<file path="src/bkrd_pkg.sv">
`timescale 1ns / 1ps
// ----------------------------------------------------------------------------
// Boot keyboard report decoder package
// Word types, report constants and code values shared by the decoder files.
// ----------------------------------------------------------------------------
package bkrd_pkg;

  localparam int MAX_KEYS   = 6;
  localparam int IN_SLOTS   = 6;
  localparam int USED_SLOTS = (MAX_KEYS < IN_SLOTS) ? MAX_KEYS : IN_SLOTS;
  localparam int CNT_W      = $clog2(IN_SLOTS + 1);

  localparam logic [7:0] REPORT_LEN      = 8'(MAX_KEYS + 2);
  localparam logic [7:0] LEN_DISCONNECT  = 8'h00;
  localparam logic [7:0] USAGE_NONE      = 8'h00;
  localparam logic [7:0] USAGE_ERR_LO    = 8'h01;
  localparam logic [7:0] USAGE_ERR_HI    = 8'h03;
  localparam logic [7:0] USAGE_NUM_LOCK  = 8'h53;
  localparam logic [7:0] USAGE_CAPS_LOCK = 8'h39;
  localparam logic [7:0] SHIFT_MASK      = 8'h22;

  localparam int LED_NUM_BIT  = 0;
  localparam int LED_CAPS_BIT = 1;

  localparam logic EVT_KEY        = 1'b0;
  localparam logic EVT_DISCONNECT = 1'b1;

  typedef struct packed {
    logic [7:0] report_len;
    logic [7:0] modifiers;
    logic [7:0] key_0;
    logic [7:0] key_1;
    logic [7:0] key_2;
    logic [7:0] key_3;
    logic [7:0] key_4;
    logic [7:0] key_5;
  } in_word_t;

  typedef struct packed {
    logic       event_kind;
    logic [7:0] modifier_bits;
    logic [7:0] new_scan_code;
    logic [7:0] ascii_char;
    logic       led_send;
    logic [1:0] led_bits;
  } out_word_t;

endpackage

</file>
<file path="src/bkrd_keymap.sv">
`timescale 1ns / 1ps
// ----------------------------------------------------------------------------
// Boot keyboard key map
// Two-level ROM: usage code to key position, key position to character.
// ----------------------------------------------------------------------------
module bkrd_keymap (
  input  logic [7:0] usage,
  input  logic       upper,
  output logic [7:0] ascii_char
);

  localparam logic [7:0] LOW_POS [104] = '{
    8'd0,   8'd0,   8'd0,   8'd0,   8'd31,  8'd50,  8'd48,  8'd33,
    8'd19,  8'd34,  8'd35,  8'd36,  8'd24,  8'd37,  8'd38,  8'd39,
    8'd52,  8'd51,  8'd25,  8'd26,  8'd17,  8'd20,  8'd32,  8'd21,
    8'd23,  8'd49,  8'd18,  8'd47,  8'd22,  8'd46,  8'd2,   8'd3,
    8'd4,   8'd5,   8'd6,   8'd7,   8'd8,   8'd9,   8'd10,  8'd11,
    8'd43,  8'd110, 8'd15,  8'd16,  8'd61,  8'd12,  8'd13,  8'd27,
    8'd28,  8'd29,  8'd42,  8'd40,  8'd41,  8'd1,   8'd53,  8'd54,
    8'd55,  8'd30,  8'd112, 8'd113, 8'd114, 8'd115, 8'd116, 8'd117,
    8'd118, 8'd119, 8'd120, 8'd121, 8'd122, 8'd123, 8'd124, 8'd125,
    8'd126, 8'd75,  8'd80,  8'd85,  8'd76,  8'd81,  8'd86,  8'd89,
    8'd79,  8'd84,  8'd83,  8'd90,  8'd95,  8'd100, 8'd105, 8'd106,
    8'd108, 8'd93,  8'd98,  8'd103, 8'd92,  8'd97,  8'd102, 8'd91,
    8'd96,  8'd101, 8'd99,  8'd104, 8'd45,  8'd129, 8'd0,   8'd0
  };

  localparam logic [7:0] MOD_POS [8] = '{
    8'd58, 8'd44, 8'd60, 8'd127, 8'd64, 8'd57, 8'd62, 8'd128
  };

  function automatic logic [7:0] key_pos(input logic [7:0] u);
    logic [7:0] p;
    p = 8'd0;
    if (u < 8'h68) begin
      p = LOW_POS[u[6:0]];
    end else if (u == 8'h85) begin
      p = 8'd107;
    end else if (u == 8'h87) begin
      p = 8'd56;
    end else if (u inside {[8'hE0:8'hE7]}) begin
      p = MOD_POS[u[2:0]];
    end
    return p;
  endfunction

  function automatic logic [7:0] plain_char(input logic [7:0] p);
    logic [7:0] c;
    case (p)
      8'd1:    c = 8'h60;
      8'd2:    c = 8'h31;
      8'd3:    c = 8'h32;
      8'd4:    c = 8'h33;
      8'd5:    c = 8'h34;
      8'd6:    c = 8'h35;
      8'd7:    c = 8'h36;
      8'd8:    c = 8'h37;
      8'd9:    c = 8'h38;
      8'd10:   c = 8'h39;
      8'd11:   c = 8'h30;
      8'd12:   c = 8'h2D;
      8'd13:   c = 8'h3D;
      8'd15:   c = 8'h08;
      8'd16:   c = 8'h09;
      8'd17:   c = 8'h71;
      8'd18:   c = 8'h77;
      8'd19:   c = 8'h65;
      8'd20:   c = 8'h72;
      8'd21:   c = 8'h74;
      8'd22:   c = 8'h79;
      8'd23:   c = 8'h75;
      8'd24:   c = 8'h69;
      8'd25:   c = 8'h6F;
      8'd26:   c = 8'h70;
      8'd27:   c = 8'h5B;
      8'd28:   c = 8'h5D;
      8'd29:   c = 8'h5C;
      8'd31:   c = 8'h61;
      8'd32:   c = 8'h73;
      8'd33:   c = 8'h64;
      8'd34:   c = 8'h66;
      8'd35:   c = 8'h67;
      8'd36:   c = 8'h68;
      8'd37:   c = 8'h6A;
      8'd38:   c = 8'h6B;
      8'd39:   c = 8'h6C;
      8'd40:   c = 8'h3B;
      8'd41:   c = 8'h27;
      8'd43:   c = 8'h0A;
      8'd46:   c = 8'h7A;
      8'd47:   c = 8'h78;
      8'd48:   c = 8'h63;
      8'd49:   c = 8'h76;
      8'd50:   c = 8'h62;
      8'd51:   c = 8'h6E;
      8'd52:   c = 8'h6D;
      8'd53:   c = 8'h2C;
      8'd54:   c = 8'h2E;
      8'd55:   c = 8'h2F;
      8'd61:   c = 8'h20;
      8'd80:   c = 8'h0D;
      8'd91:   c = 8'h37;
      8'd92:   c = 8'h34;
      8'd93:   c = 8'h31;
      8'd95:   c = 8'h2F;
      8'd96:   c = 8'h38;
      8'd97:   c = 8'h35;
      8'd98:   c = 8'h32;
      8'd99:   c = 8'h30;
      8'd100:  c = 8'h2A;
      8'd101:  c = 8'h39;
      8'd102:  c = 8'h36;
      8'd103:  c = 8'h33;
      8'd104:  c = 8'h2E;
      8'd105:  c = 8'h2D;
      8'd106:  c = 8'h2B;
      8'd108:  c = 8'h0A;
      default: c = 8'h00;
    endcase
    return c;
  endfunction

  function automatic logic [7:0] shift_char(input logic [7:0] p);
    logic [7:0] c;
    case (p)
      8'd1:    c = 8'h7E;
      8'd2:    c = 8'h21;
      8'd3:    c = 8'h40;
      8'd4:    c = 8'h23;
      8'd5:    c = 8'h24;
      8'd6:    c = 8'h25;
      8'd7:    c = 8'h5E;
      8'd8:    c = 8'h26;
      8'd9:    c = 8'h2A;
      8'd10:   c = 8'h28;
      8'd11:   c = 8'h29;
      8'd12:   c = 8'h5F;
      8'd13:   c = 8'h2B;
      8'd15:   c = 8'h08;
      8'd17:   c = 8'h51;
      8'd18:   c = 8'h57;
      8'd19:   c = 8'h45;
      8'd20:   c = 8'h52;
      8'd21:   c = 8'h54;
      8'd22:   c = 8'h59;
      8'd23:   c = 8'h55;
      8'd24:   c = 8'h49;
      8'd25:   c = 8'h4F;
      8'd26:   c = 8'h50;
      8'd27:   c = 8'h7B;
      8'd28:   c = 8'h7D;
      8'd29:   c = 8'h7C;
      8'd31:   c = 8'h41;
      8'd32:   c = 8'h53;
      8'd33:   c = 8'h44;
      8'd34:   c = 8'h46;
      8'd35:   c = 8'h47;
      8'd36:   c = 8'h48;
      8'd37:   c = 8'h4A;
      8'd38:   c = 8'h4B;
      8'd39:   c = 8'h4C;
      8'd40:   c = 8'h3A;
      8'd41:   c = 8'h22;
      8'd43:   c = 8'h0A;
      8'd46:   c = 8'h5A;
      8'd47:   c = 8'h58;
      8'd48:   c = 8'h43;
      8'd49:   c = 8'h56;
      8'd50:   c = 8'h42;
      8'd51:   c = 8'h4E;
      8'd52:   c = 8'h4D;
      8'd53:   c = 8'h3C;
      8'd54:   c = 8'h3E;
      8'd55:   c = 8'h3F;
      8'd61:   c = 8'h20;
      default: c = 8'h00;
    endcase
    return c;
  endfunction

  logic [7:0] pos;

  assign pos        = key_pos(usage);
  assign ascii_char = upper ? shift_char(pos) : plain_char(pos);

endmodule

</file>
<file path="src/boot_keyboard_report_decoder_top.sv">
`timescale 1ns / 1ps
// ----------------------------------------------------------------------------
// Boot keyboard report decoder
// Decodes boot-protocol keyboard reports into key events and LED requests.
//
// in_valid/in_ready carry one report word: byte count, modifier byte and six
// usage codes. out_valid/out_ready carry one event word. A byte count of zero
// gives a disconnect event and clears all key and LED state. A report whose
// byte count is not the full boot length, or that carries an error usage
// (codes 1 to 3), is dropped with no event and no state change.
// A word passes through the input register, then the decode result lands in the
// output register. Throughput is one word per cycle while the receiver does not
// stall; key and LED state update in the same cycle as the decode, so
// back-to-back reports see each other's state.
// While the receiver stalls the output word holds; the input register still
// drains words that give no event, and in_ready drops only when a word that
// gives an event waits behind a full output register.
// Reset (rst_n low, synchronous) empties both registers and clears state.
// ----------------------------------------------------------------------------
module boot_keyboard_report_decoder_top (
  input  logic                clk,
  input  logic                rst_n,
  input  logic                in_valid,
  output logic                in_ready,
  input  bkrd_pkg::in_word_t  in_data,
  output logic                out_valid,
  input  logic                out_ready,
  output bkrd_pkg::out_word_t out_data
);

  localparam int NS = bkrd_pkg::IN_SLOTS;
  localparam int CW = bkrd_pkg::CNT_W;

  logic                s1_v_r;
  bkrd_pkg::in_word_t  s1_data_r;
  logic                out_v_r;
  bkrd_pkg::out_word_t out_data_r;

  logic [7:0]    prev_keys_r [NS];
  logic [CW-1:0] prev_cnt_r;
  logic          num_held_r;
  logic          caps_held_r;
  logic [1:0]    led_r;
  logic [1:0]    led_sent_r;

  logic [7:0]    slot [NS];
  logic [NS-1:0] nz;
  logic [NS-1:0] fresh;
  logic [CW-1:0] cur_cnt;
  logic [7:0]    first_new;
  logic          is_disc;
  logic          len_ok;
  logic          has_err;
  logic          produce;
  logic          s1_go;
  logic          num_now;
  logic          caps_now;
  logic          one_new;
  logic          upper;
  logic [1:0]    led_nxt;
  logic [7:0]    new_key;
  logic [7:0]    map_char;
  bkrd_pkg::out_word_t res;

  always_comb begin
    slot[0] = s1_data_r.key_0;
    slot[1] = s1_data_r.key_1;
    slot[2] = s1_data_r.key_2;
    slot[3] = s1_data_r.key_3;
    slot[4] = s1_data_r.key_4;
    slot[5] = s1_data_r.key_5;
    for (int i = 0; i < NS; i++) begin
      if (i >= bkrd_pkg::USED_SLOTS) begin
        slot[i] = bkrd_pkg::USAGE_NONE;
      end
    end
  end

  always_comb begin
    logic seen;
    has_err   = 1'b0;
    num_now   = 1'b0;
    caps_now  = 1'b0;
    cur_cnt   = '0;
    first_new = bkrd_pkg::USAGE_NONE;
    for (int i = 0; i < NS; i++) begin
      if (slot[i] inside {[bkrd_pkg::USAGE_ERR_LO:bkrd_pkg::USAGE_ERR_HI]}) begin
        has_err = 1'b1;
      end
      if (slot[i] == bkrd_pkg::USAGE_NUM_LOCK) begin
        num_now = 1'b1;
      end
      if (slot[i] == bkrd_pkg::USAGE_CAPS_LOCK) begin
        caps_now = 1'b1;
      end
      nz[i] = (slot[i] != bkrd_pkg::USAGE_NONE);
      cur_cnt = cur_cnt + CW'(nz[i]);
      seen = 1'b0;
      for (int j = 0; j < NS; j++) begin
        if (prev_keys_r[j] == slot[i]) begin
          seen = 1'b1;
        end
      end
      fresh[i] = nz[i] && !(seen && (prev_cnt_r != '0));
    end
    for (int i = NS - 1; i >= 0; i--) begin
      if (fresh[i]) begin
        first_new = slot[i];
      end
    end
  end

  assign is_disc = (s1_data_r.report_len == bkrd_pkg::LEN_DISCONNECT);
  assign len_ok  = (s1_data_r.report_len == bkrd_pkg::REPORT_LEN);
  assign produce = is_disc || (len_ok && !has_err);
  assign s1_go   = s1_v_r && (!produce || !out_v_r || out_ready);
  assign in_ready = !s1_v_r || s1_go;

  assign one_new = $onehot(fresh);
  assign new_key = one_new ? first_new : bkrd_pkg::USAGE_NONE;

  always_comb begin
    led_nxt = led_r;
    led_nxt[bkrd_pkg::LED_NUM_BIT]  = led_r[bkrd_pkg::LED_NUM_BIT] ^ (num_now && !num_held_r);
    led_nxt[bkrd_pkg::LED_CAPS_BIT] = led_r[bkrd_pkg::LED_CAPS_BIT]
                                      ^ (caps_now && !caps_held_r);
  end

  assign upper = (|(s1_data_r.modifiers & bkrd_pkg::SHIFT_MASK))
                 ^ led_nxt[bkrd_pkg::LED_CAPS_BIT];

  bkrd_keymap u_keymap (
    .usage      (new_key),
    .upper      (upper),
    .ascii_char (map_char)
  );

  always_comb begin
    res = '0;
    if (is_disc) begin
      res.event_kind = bkrd_pkg::EVT_DISCONNECT;
    end else begin
      res.event_kind    = bkrd_pkg::EVT_KEY;
      res.modifier_bits = s1_data_r.modifiers;
      res.new_scan_code = new_key;
      res.ascii_char    = one_new ? map_char : 8'h00;
      res.led_send      = (led_nxt != led_sent_r);
      res.led_bits      = led_nxt;
    end
  end

  always_ff @(posedge clk) begin
    if (!rst_n) begin
      s1_v_r <= 1'b0;
    end else if (in_ready) begin
      s1_v_r <= in_valid;
    end
  end

  always_ff @(posedge clk) begin
    if (in_valid && in_ready) begin
      s1_data_r <= in_data;
    end
  end

  always_ff @(posedge clk) begin
    if (!rst_n) begin
      out_v_r <= 1'b0;
    end else if (s1_go && produce) begin
      out_v_r <= 1'b1;
    end else if (out_ready) begin
      out_v_r <= 1'b0;
    end
  end

  always_ff @(posedge clk) begin
    if (s1_go && produce) begin
      out_data_r <= res;
    end
  end

  always_ff @(posedge clk) begin
    if (!rst_n) begin
      prev_cnt_r  <= '0;
      num_held_r  <= 1'b0;
      caps_held_r <= 1'b0;
      led_r       <= 2'b00;
      led_sent_r  <= 2'b00;
    end else if (s1_go && is_disc) begin
      prev_cnt_r  <= '0;
      num_held_r  <= 1'b0;
      caps_held_r <= 1'b0;
      led_r       <= 2'b00;
      led_sent_r  <= 2'b00;
    end else if (s1_go && produce) begin
      prev_cnt_r  <= cur_cnt;
      num_held_r  <= num_now;
      caps_held_r <= caps_now;
      led_r       <= led_nxt;
      led_sent_r  <= led_nxt;
    end
  end

  always_ff @(posedge clk) begin
    if (s1_go && produce && !is_disc) begin
      for (int i = 0; i < NS; i++) begin
        prev_keys_r[i] <= slot[i];
      end
    end
  end

  assign out_valid = out_v_r;
  assign out_data  = out_data_r;

endmodule

</file>
<file path="config.mk">
export PLATFORM = sky130hd
export DESIGN_NAME = boot_keyboard_report_decoder_top
export DESIGN_NICKNAME = d
export VERILOG_FILES = /design/src/bkrd_pkg.sv /design/src/bkrd_keymap.sv /design/src/boot_keyboard_report_decoder_top.sv
export SDC_FILE = /design/constraint.sdc
export NUM_CORES = 1
export LEC_CHECK = 0
export ABC_AREA = 1
export BUFFER_PORTS_ARGS = -buffer_cell sky130_fd_sc_hd__buf_2
export CELL_PAD_IN_SITES_DETAIL_PLACEMENT = 0
export CELL_PAD_IN_SITES_GLOBAL_PLACEMENT = 1
export CORE_ASPECT_RATIO = 0.7
export CORE_UTILIZATION = 50
export CTS_BUF_LIST = sky130_fd_sc_hd__clkbuf_8
export DETAILED_ROUTE_END_ITERATION = 6
export PLACE_DENSITY_LB_ADDON = 0.08
export SYNTH_ARGS = -nofsm -noshare
export SYNTH_HDL_FRONTEND = slang
export SYNTH_HIERARCHICAL = 1
export SYNTH_SLANG_ARGS = --single-unit
</file>
<file path="constraint.sdc">
create_clock -name clk -period 19.7 [get_ports clk]
set_input_delay 2.955 -clock clk [delete_from_list [all_inputs] [get_ports clk]]
set_output_delay 2.955 -clock clk [all_outputs]
set_load 0.02 [all_outputs]
</file>
==> impl_metrics.tcl <==
set metrics [dict create \
    cts_tree "yes" \
    coreArea_um2 26710 \
    pin_count 98 \
    synth_compound_area_frac 0.05033 \
    ctsLongestPathBuffers 2 \
    synthXorXnorAreaFrac 0.1084 \
    synth_adder_area_share 0.03650 \
    maxSlewViolCount 0 \
    powerDensity_nw_per_um2 54.52 \
    end_kind "flop" \
    synth.distinct_cells 45 \
    hold_buffers 0 \
    yosys_warnings 6 \
    clk_latency_ps 520 \
    num_rows 50 \
    synth-seq-cells 149 \
    ys_async_sr_fraction 0 \
    htreeDepth 4 \
    power.total_mw 0.7670 \
    cp_slowest_cell "nor3b_1" \
    initial_core_util 0.5081 \
    rsz0062_at_grt "false" \
    routed_wl_um 50790 \
    tightest_slew_ps 1237 \
    crit_type "flop to flop" \
    first_pass_iters 6 \
    setup_viol 0 \
    period_share 0.4584 \
    n_fill_cell 2717 \
    grt_pass1_vias 12110 \
    setup_tns_ps 0 \
    syn_inst 1944 \
    multi_input_area_um2 7441 \
    grt_pass1_wl_um 75690 \
    area_delta_synth_final_pct 3.641 \
    cts.repair.resized 0 \
    ant_nets 0 \
    fin_crit_ps 9030 \
    synth_top_family_by_area "simple AND/OR/NAND/NOR gates" \
    num_antenna_cells 0 \
    ys_seq_area_frac 0.3230 \
    synthMuxAreaShare 0 \
    gp_congestion 1.104 \
    hp-class "flop to flop" \
    via_per_inst 5.758 \
    grt_overflow 0 \
    drive_gt1_frac 0.1136 \
    die_w_um 198.9 \
    drc 0 \
    grt_max_degree 65 \
    cts_setup_buffers 0 \
    finalHoldWorstSlack_ps 464.8 \
    drv_cap 0 \
    cts.clk_slew.worst_paths_ps 110 \
    dp.cells 2287 \
    synth_area_um2 13570 \
    vias 13352 \
    port_buffers 97 \
    synth_edf_count 140 \
    critPathMaxStageDelay_ps 790 \
    finalClockSkew_ps 21.44 \
    clkSinkCount 149 \
    track_usage 0.3733 \
    fin_cells 2319 \
    startpoint_type "flop" \
    wl_per_cell_um 21.90 \
    timing.fmax_mhz 110.7 \
    antenna_found_initial 1 \
    cp.required_ps 20070 \
    die_h_um 139.9 \
    final_nets 2046 \
    ys.flop_type "edfxtp_1" \
    synth-simple-area-share 0.3522 \
    slew_headroom 0.1750 \
    drtIter0Drc 2122 \
    cts_root_buf "clkbuf_8" \
    die_area_um2 27820 \
    avgSynthCellArea_um2 6.983 \
    hold_viol_final 0 \
    dp_hpwl_um 38450 \
    postSynthNetCount 2048 \
    area.sequential_um2 4384 \
    crit_arrival_ps 9400 \
    peakVddDrop_v 0.00005651 \
    fin_util 0.5267 \
    r2r_slack_ps 10670 \
    p_leak_nw 6.565 \
    outcome "finished clean" \
    cp_max_fo 34 \
    cts_buffers 17 \
]
==> area by class of cell <==
type	count	area share
timing repair buffer	99	0.03557
clock inverter	15	0.01432
clock buffer	17	0.01663
tap	364	0.03237
inverter	225	0.06057
multi-input combinational	1450	0.5289
sequential	149	0.3116
==> cell usage after synthesis (all sizes together) (4+ instances only) <==
| library cell | number | share of area |
|---|---|---|
| a21oi | 57 | 0.022 |
| a31oi | 7 | 0.0032 |
| buf | 117 | 0.066 |
| clkinv | 5 | 0.0014 |
| dfxtp | 9 | 0.013 |
| edfxtp | 140 | 0.31 |
| fa | 6 | 0.0088 |
| ha | 30 | 0.028 |
| inv | 220 | 0.061 |
| nand2 | 676 | 0.19 |
| nand3 | 146 | 0.056 |
| nand4 | 46 | 0.021 |
| nor2 | 211 | 0.059 |
| nor3 | 24 | 0.010 |
| nor4 | 19 | 0.010 |
| o211ai | 4 | 0.0022 |
| o21ai | 40 | 0.016 |
| xnor2 | 89 | 0.057 |
| xor2 | 79 | 0.051 |
==> critical path: cells and delay by family (launching register included) <==
kind / cells / cell delay [ps]
buffers and inverters: 9 / 1730
AO/OA/AOI/OAI: 5 / 590
AND/OR/NAND/NOR: 19 / 3670
adder cells (fa/ha/maj): 5 / 2080
flip-flops: 1 / 780
==> kinds of logic (layout without fill, tap and decap cells) <==
family,Yosys count,count (layout)
adder cells (fa/ha/maj),36,36
other,1,1
AO/OA/AOI/OAI,119,119
XOR/XNOR,168,168
flip-flops,149,149
buffers and inverters,345,356
AND/OR/NAND/NOR,1126,1126
==> placed cells by master (no fill, tap or decap), drive strengths merged, types with 6 or more instances in the layout <==
cell type,netlist,routed
dfxtp,9,9
ha,30,30
a31oi,7,7
fa,6,6
a21oi,57,57
o21ai,40,40
nand2,676,676
inv,220,229
xnor2,89,89
nor4,19,19
nor2,211,211
edfxtp,140,140
nand4,46,46
nand3,146,146
clkbuf,3,17
buf,117,99
nor3,24,24
clkinv,5,7
xor2,79,79
==> final timing paths <==
kind | startpoint | to | cells past startpoint
hold reg to reg | caps_held_r | caps_held_r | 2
setup reg to reg | s1_data_r[40] | out_data[4] | 38
hold / removal | caps_held_r | caps_held_r | 2
setup / recovery | s1_data_r[40] | out_data[4] | 38
==> registers in the layout (all words and copies together) (netlist names) <==
register	cells
out_data	28
num_held_r	1
led_sent_r	2
prev_keys_r	48
out_valid	1
caps_held_r	1
s1_data_r	64
prev_cnt_r	3
s1_v_r	1
==> metrics by stage <==
stage / setup slack, ps / cell area (um^2)
floorplan: 13130 / 13570
global placement: 10870 / 13630
detailed placement: 11030 / 13630
CTS: 11020 / 14070
global route: 10160 / 14070
finish: 10670 / 14070
==> where the power goes <==
group	total, mW	switching [mW]	internal, mW	leakage, nW
Combinational	0.0979	0.0621	0.0358	4.95
Sequential	0.399	0.0401	0.359	1.40
Clock	0.270	0.150	0.120	0.214
==> routing by layer <==
| metal | GRT usage | wire length [um] | vias to the layer above |
|---|---|---|---|
| met5 | 0 | 13 | - |
| li1 | - | - | 6134 |
| met2 | 0.4649 | 18460 | 958 |
| met1 | 0.5793 | 23210 | 6162 |
| met3 | 0.1561 | 8212 | 96 |
| met4 | 0.07611 | 895 | 2 |
(Power assumes the default switching activity.)
